File: config.mk
export PLATFORM = sky130hd
export DESIGN_NAME = svm_ctrl
export DESIGN_NICKNAME = d
export VERILOG_FILES = /design/src/rtl/svm_pkg.sv /design/src/rtl/svm_ctrl.sv
export SDC_FILE = /design/constraint.sdc
export NUM_CORES = 1
export LEC_CHECK = 0
export BUFFER_PORTS_ARGS = -buffer_cell sky130_fd_sc_hd__buf_2
export CAP_MARGIN = 30
export CORE_AREA = 4 4 41 43
export DETAILED_ROUTE_END_ITERATION = 6
export DIE_AREA = 0 0 45 47
export GPL_ROUTABILITY_DRIVEN = 0
export PLACE_DENSITY = 0.57
export SKIP_CTS_REPAIR_TIMING = 1
export SLEW_MARGIN = 0
export SYNTH_ARGS = -nofsm -noshare
export SYNTH_HDL_FRONTEND = slang
export SYNTH_SLANG_ARGS = --single-unit
File: constraint.sdc
create_clock -name i_clk -period 1.9 [get_ports i_clk]
set_input_delay 0.285 -clock i_clk [delete_from_list [all_inputs] [get_ports i_clk]]
set_output_delay 0.285 -clock i_clk [all_outputs]
set_load 0.03 [all_outputs]
File: src/rtl/svm_pkg.sv
`default_nettype none
// ----------------------------------------------------------------------------
// Sample voice mixer package
// Shared widths, sizes, mode and status codes, and the command and status
// structures between the mixer controller and datapath.
// ----------------------------------------------------------------------------
package svm_pkg;

    localparam int VOICE_SLOTS   = 5;
    localparam int SOUND_ENTRIES = 32;
    localparam int SAMPLE_WORDS  = 65536;

    localparam int MODE_W   = 2;
    localparam int ID_W     = 5;
    localparam int GAIN_W   = 16;
    localparam int ADDR_W   = 16;
    localparam int SAMPLE_W = 16;
    localparam int LEN_W    = 17;
    localparam int STATUS_W = 2;
    localparam int BUSY_W   = 3;

    localparam int VIDX_W    = $clog2(VOICE_SLOTS);
    localparam int SID_W     = $clog2(SOUND_ENTRIES);
    localparam int SAMPLE_AW = $clog2(SAMPLE_WORDS);
    localparam int PROD_W    = SAMPLE_W + GAIN_W + 1;

    localparam logic [LEN_W-1:0] LEN_MAX = LEN_W'(65536);

    typedef logic [MODE_W-1:0]   t_mode;
    typedef logic [STATUS_W-1:0] t_status;

    localparam t_mode MODE_TICK      = 2'd0;
    localparam t_mode MODE_START     = 2'd1;
    localparam t_mode MODE_WR_SAMPLE = 2'd2;
    localparam t_mode MODE_WR_SOUND  = 2'd3;

    localparam t_status ST_DONE     = 2'd0;
    localparam t_status ST_DROPPED  = 2'd1;
    localparam t_status ST_REJECTED = 2'd2;
    localparam t_status ST_MUTED    = 2'd3;

    typedef struct packed {
        logic              accept;
        logic              issue;
        logic [VIDX_W-1:0] vidx;
        logic              load_out;
    } t_cmd;

    typedef struct packed {
        logic tick_run;
        logic pipe_busy;
    } t_stat;

endpackage
`default_nettype wire

File: src/rtl/svm_ctrl.sv
`default_nettype none
// ----------------------------------------------------------------------------
// Mixer controller
// State machine that accepts items, steps the datapath through the voice
// slots on a tick while sound is enabled, waits for the multiply pipeline and hands out the result.
// ----------------------------------------------------------------------------
module svm_ctrl (
    input  wire logic          i_clk,
    input  wire logic          i_rst_n,
    input  wire logic          i_in_valid,
    input  wire logic          i_out_ready,
    input  wire svm_pkg::t_stat i_stat,
    output logic               o_in_ready,
    output logic               o_out_valid,
    output svm_pkg::t_cmd      o_cmd
);
    import svm_pkg::*;

    localparam logic [1:0] S_IDLE   = 2'd0;
    localparam logic [1:0] S_ISSUE  = 2'd1;
    localparam logic [1:0] S_DRAIN  = 2'd2;
    localparam logic [1:0] S_FINISH = 2'd3;

    localparam logic [VIDX_W-1:0] VIDX_LAST = VIDX_W'(VOICE_SLOTS - 1);

    logic [1:0]        r_state, n_state;
    logic [VIDX_W-1:0] r_vidx, n_vidx;
    logic              r_out_valid, n_out_valid;
    logic              accept;
    logic              load_out;

    assign o_in_ready = (r_state == S_IDLE);
    assign accept     = i_in_valid && o_in_ready;
    assign load_out   = (r_state == S_FINISH) && (!r_out_valid || i_out_ready);

    always_comb begin
        n_state = r_state;
        n_vidx  = r_vidx;
        unique case (r_state)
            S_IDLE: begin
                if (accept) begin
                    n_vidx  = '0;
                    n_state = i_stat.tick_run ? S_ISSUE : S_FINISH;
                end
            end
            S_ISSUE: begin
                if (r_vidx == VIDX_LAST) begin
                    n_state = S_DRAIN;
                end else begin
                    n_vidx = r_vidx + 1'b1;
                end
            end
            S_DRAIN: begin
                if (!i_stat.pipe_busy) begin
                    n_state = S_FINISH;
                end
            end
            S_FINISH: begin
                if (load_out) begin
                    n_state = S_IDLE;
                end
            end
            default: n_state = S_IDLE;
        endcase
    end

    always_comb begin
        if (load_out) begin
            n_out_valid = 1'b1;
        end else if (i_out_ready) begin
            n_out_valid = 1'b0;
        end else begin
            n_out_valid = r_out_valid;
        end
    end

    always_ff @(posedge i_clk) begin
        if (!i_rst_n) begin
            r_state     <= S_IDLE;
            r_vidx      <= '0;
            r_out_valid <= 1'b0;
        end else begin
            r_state     <= n_state;
            r_vidx      <= n_vidx;
            r_out_valid <= n_out_valid;
        end
    end

    assign o_out_valid     = r_out_valid;
    assign o_cmd.accept    = accept;
    assign o_cmd.issue     = (r_state == S_ISSUE);
    assign o_cmd.vidx      = r_vidx;
    assign o_cmd.load_out  = load_out;

endmodule
`default_nettype wire

==> reports/results.tsv <==
stage	metric	value	unit
drt	Remaining DRCs	0	
sta	Final setup viols	0	
cells_and_area	Layout fillers	146	
setup_path	register-to-register setup slack	0.45	ns
synthesis	Mapped Area	431.7	sq um
drt	Vias/cell	4.872	
floorplan	die height	47	um
pwr	pwr dens	1394	nW/um^2
synthesis	synthesized area per cell	8.809	sq um
sta	Fmax	640.4	MHz
worst_hold_path	Hold WC Path Type	primary input to flop	
grt	vias in the first global route	349	
setup_path	CP Launch Type	flop	
drt	drt pass-1 iters	2	
synthesis	Unique masters post-synth	24	
cells_and_area	final net count	78	
worst_hold_path	Cells on Worst Hold Path	3	
cells_and_area	final core utilization	40.19	%
grt	total gr overflow	0	
floorplan	# IOs	14	
synthesis	Synth top cells by count	7 x ha_1, 6 x dfxtp_1, 6 x inv_1	
cells_and_area	Syn-to-layout area delta	21.16	%
floorplan	core area	1301	sq um
placed_design	Port Buffers	13	
synthesis	async set-reset flop share out of synthesis	0	%
placed_design	post-DP HPWL	687.1	um
cells_and_area	Final Non-Filler Cells	78	
setup_path	reg2reg start	r_state[1]	
clocking	clk sink count	6	
clocking	CTS tree	done	
setup_path	Crit path required time	1.62	ns
drt	DRT antenna net count	0	
pwr	VDD IR max	0.6861	mV
sta	Final Hold Fails	0	
grt	initial antenna violation count	0	
floorplan	DIE WIDTH	45	um
setup_path	slowest CP cell	dfxtp_1	
synthesis	share of the synthesized area in the top cell type	27.83	%
outcome	outcome	finished, final reports clean	
floorplan	Die ar.	2115	sq um
setup_path	CP Cell Sequence	inv_1 -> ha_1 -> and2_1 -> buf_2	
clocking	Worst-Skew Late Latency	0.24	ns
grt	GRT Total Usage	9.256	%
flow_run	number of max-cap violations	0	
synthesis	most frequent cell after synthesis	ha_1	
setup_path	crit-path leading delay family	flip-flops	
sta	post-route minimum period	1.562	ns
cells_and_area	fraction of layout instances using a drive strength above 1	28.57	%
sta	fin. max-slew vios	0	
floorplan	# rows	13	
setup_path	Buf+Inv Stages, Crit Path	2	
setup_path	Reg2Reg Capture Point	r_state[1]	
setup_path	slowest stage delay, CP	0.37	ns
grt	first-pass GRT wire length	1352	um
sta	worst slew pin tran	0.2223	ns
worst_hold_path	Hold Crit Start	i_rst_n	
setup_path	Worst Path Arrival	1.28	ns
sta	TNS Setup	0	ns
synthesis	Syn Inst Count	49	
sta	Final WS setup	0.3384	ns
synthesis	count of state elements after synthesis	6	
sta	Max-Slew Margin vs Limit	85.13	%
clocking	CTS Root Cell	clkbuf_4	
placed_design	# placed instances	75	
placed_design	Setup WS pre-CTS	0.4253	ns
worst_hold_path	WHS Endpoint	r_vidx[1]	
grt	largest net degree at the start of global routing	7	
synthesis	Net Count, Synth	62	
sta	RSZ-0062 raised after global routing	false	
pwr	Static Leak	0.2551	nW
cells_and_area	n_diodes	0	
setup_path	critical path class	flop to output pin	
clocking	Num CTS Buffers	3	
clocking	CTS max path bufs	2	
synthesis	largest area contributor in the netlist	dfxtp_1	
clocking	H-tree Lvls	1	
clocking	clk slew on worst S/H paths	0.05	ns
drt	Routed wire per std cell	10.37	um
synthesis	top cells by area, synth	dfxtp_1 28%, ha_1 20%, inv_1 5.2%	
synthesis	Post-synth EDFFs	0	
setup_path	Reg2Reg Depth	5	
cells_and_area	post-route cell area	523.0	sq um
synthesis	ys flop type	dfxtp_1	
setup_path	CP endpoint kind	output pin	
synthesis	yosys warns	0	
floorplan	effective utilization at floorplan	33.17	%
drt	routed wire length	809	um
drt	Via Count	380	
synthesis	post-synthesis sequential area ratio	27.83	%
placed_design	dpl cell area	500.5	sq um
sta	Clock Skew	0.005636	ns
drt	initial drt markers	5	
sta	Final Cycle Share	82.19	%
setup_path	CP max FO	5	
[layout by cell type (no fill, tap or decap), drive strengths merged, types with 2 or more instances in the layout]
cell	synthesis	routed
inv	6	6
ha	7	7
a41oi	2	2
dfxtp	6	6
a21boi	2	2
clkbuf	0	3
nor2	2	2
nand3	2	2
buf	2	13
a211oi	2	2
nand2b	2	2
nand2	3	3
a21oi	2	2
[per-layer routing]
layer / global-route usage, % / up-vias / routed length [um]
met1: 10.50 / 169 / 377
met2: 14.12 / 8 / 373
met3: 6.897 / 0 / 59
met5: 0 / - / 0
li1: - / 203 / -
met4: 1.754 / 0 / 0
[metrics by stage]
stage	hold WS (ns)	power [W]
CTS	0.3227	0.0007381
floorplan	0.4326	0.0005406
finish	0.3192	0.0007293
global route	0.3145	0.0008056
global placement	0.4936	0.0006227
detailed placement	0.4957	0.0006215
[sequential cells by signal (all words and copies together), names as in the netlist]
| name | flops |
|---|---|
| o_out_valid | 1 |
| r_state | 2 |
| r_vidx | 3 |
[how the worst max path moves through the flow]
stage,from,depth (start not counted),slack [ns],to
floorplan,r_state[1],5,0.38,r_vidx[1]
finish,r_state[0],4,0.34,o_cmd[5]
global placement,r_state[1],5,0.42,r_state[0]
detailed placement,r_state[1],5,0.43,r_state[1]
global route,r_state[1],3,0.24,o_cmd[0]
CTS,r_state[0],4,0.33,o_cmd[5]
[worst min-delay path: cells and delay by family]
family,cells,cell delay [ns]
buffers and inverters,1,0.12
and+or+nand+nor,1,0.06
muxes,1,0.05
[cells by family after synthesis]
| logic type | after synthesis | share of synthesized area, % |
|---|---|---|
| AO/OA/AOI/OAI | 12 | 20.29 |
| AND/OR/NAND/NOR | 15 | 20.58 |
| multiplexers | 1 | 2.319 |
| adder cells (fa/ha/maj) | 7 | 20.29 |
| flip-flops | 6 | 27.83 |
| buffers and inverters | 8 | 8.694 |
[report_power, final]
group	internal [W]	switching, W	leakage, nW
registers	0.000157	0.0000262	0.0491
clock network	0.0000714	0.0000448	0.0138
logic	0.000169	0.000262	0.192
total	0.000397	0.000333	0.255
[area by class of cell]
class	count	area [sq um]	area share, %
flip-flops and latches	6	120.1	22.97
clock buffers	3	22.52	4.306
multi-input cells	35	274.0	52.39
repair buffers	13	65.06	12.44
inverters	6	22.52	4.306
well taps	15	18.77	3.589
Note: power is estimated with default switching activity, not from simulation.
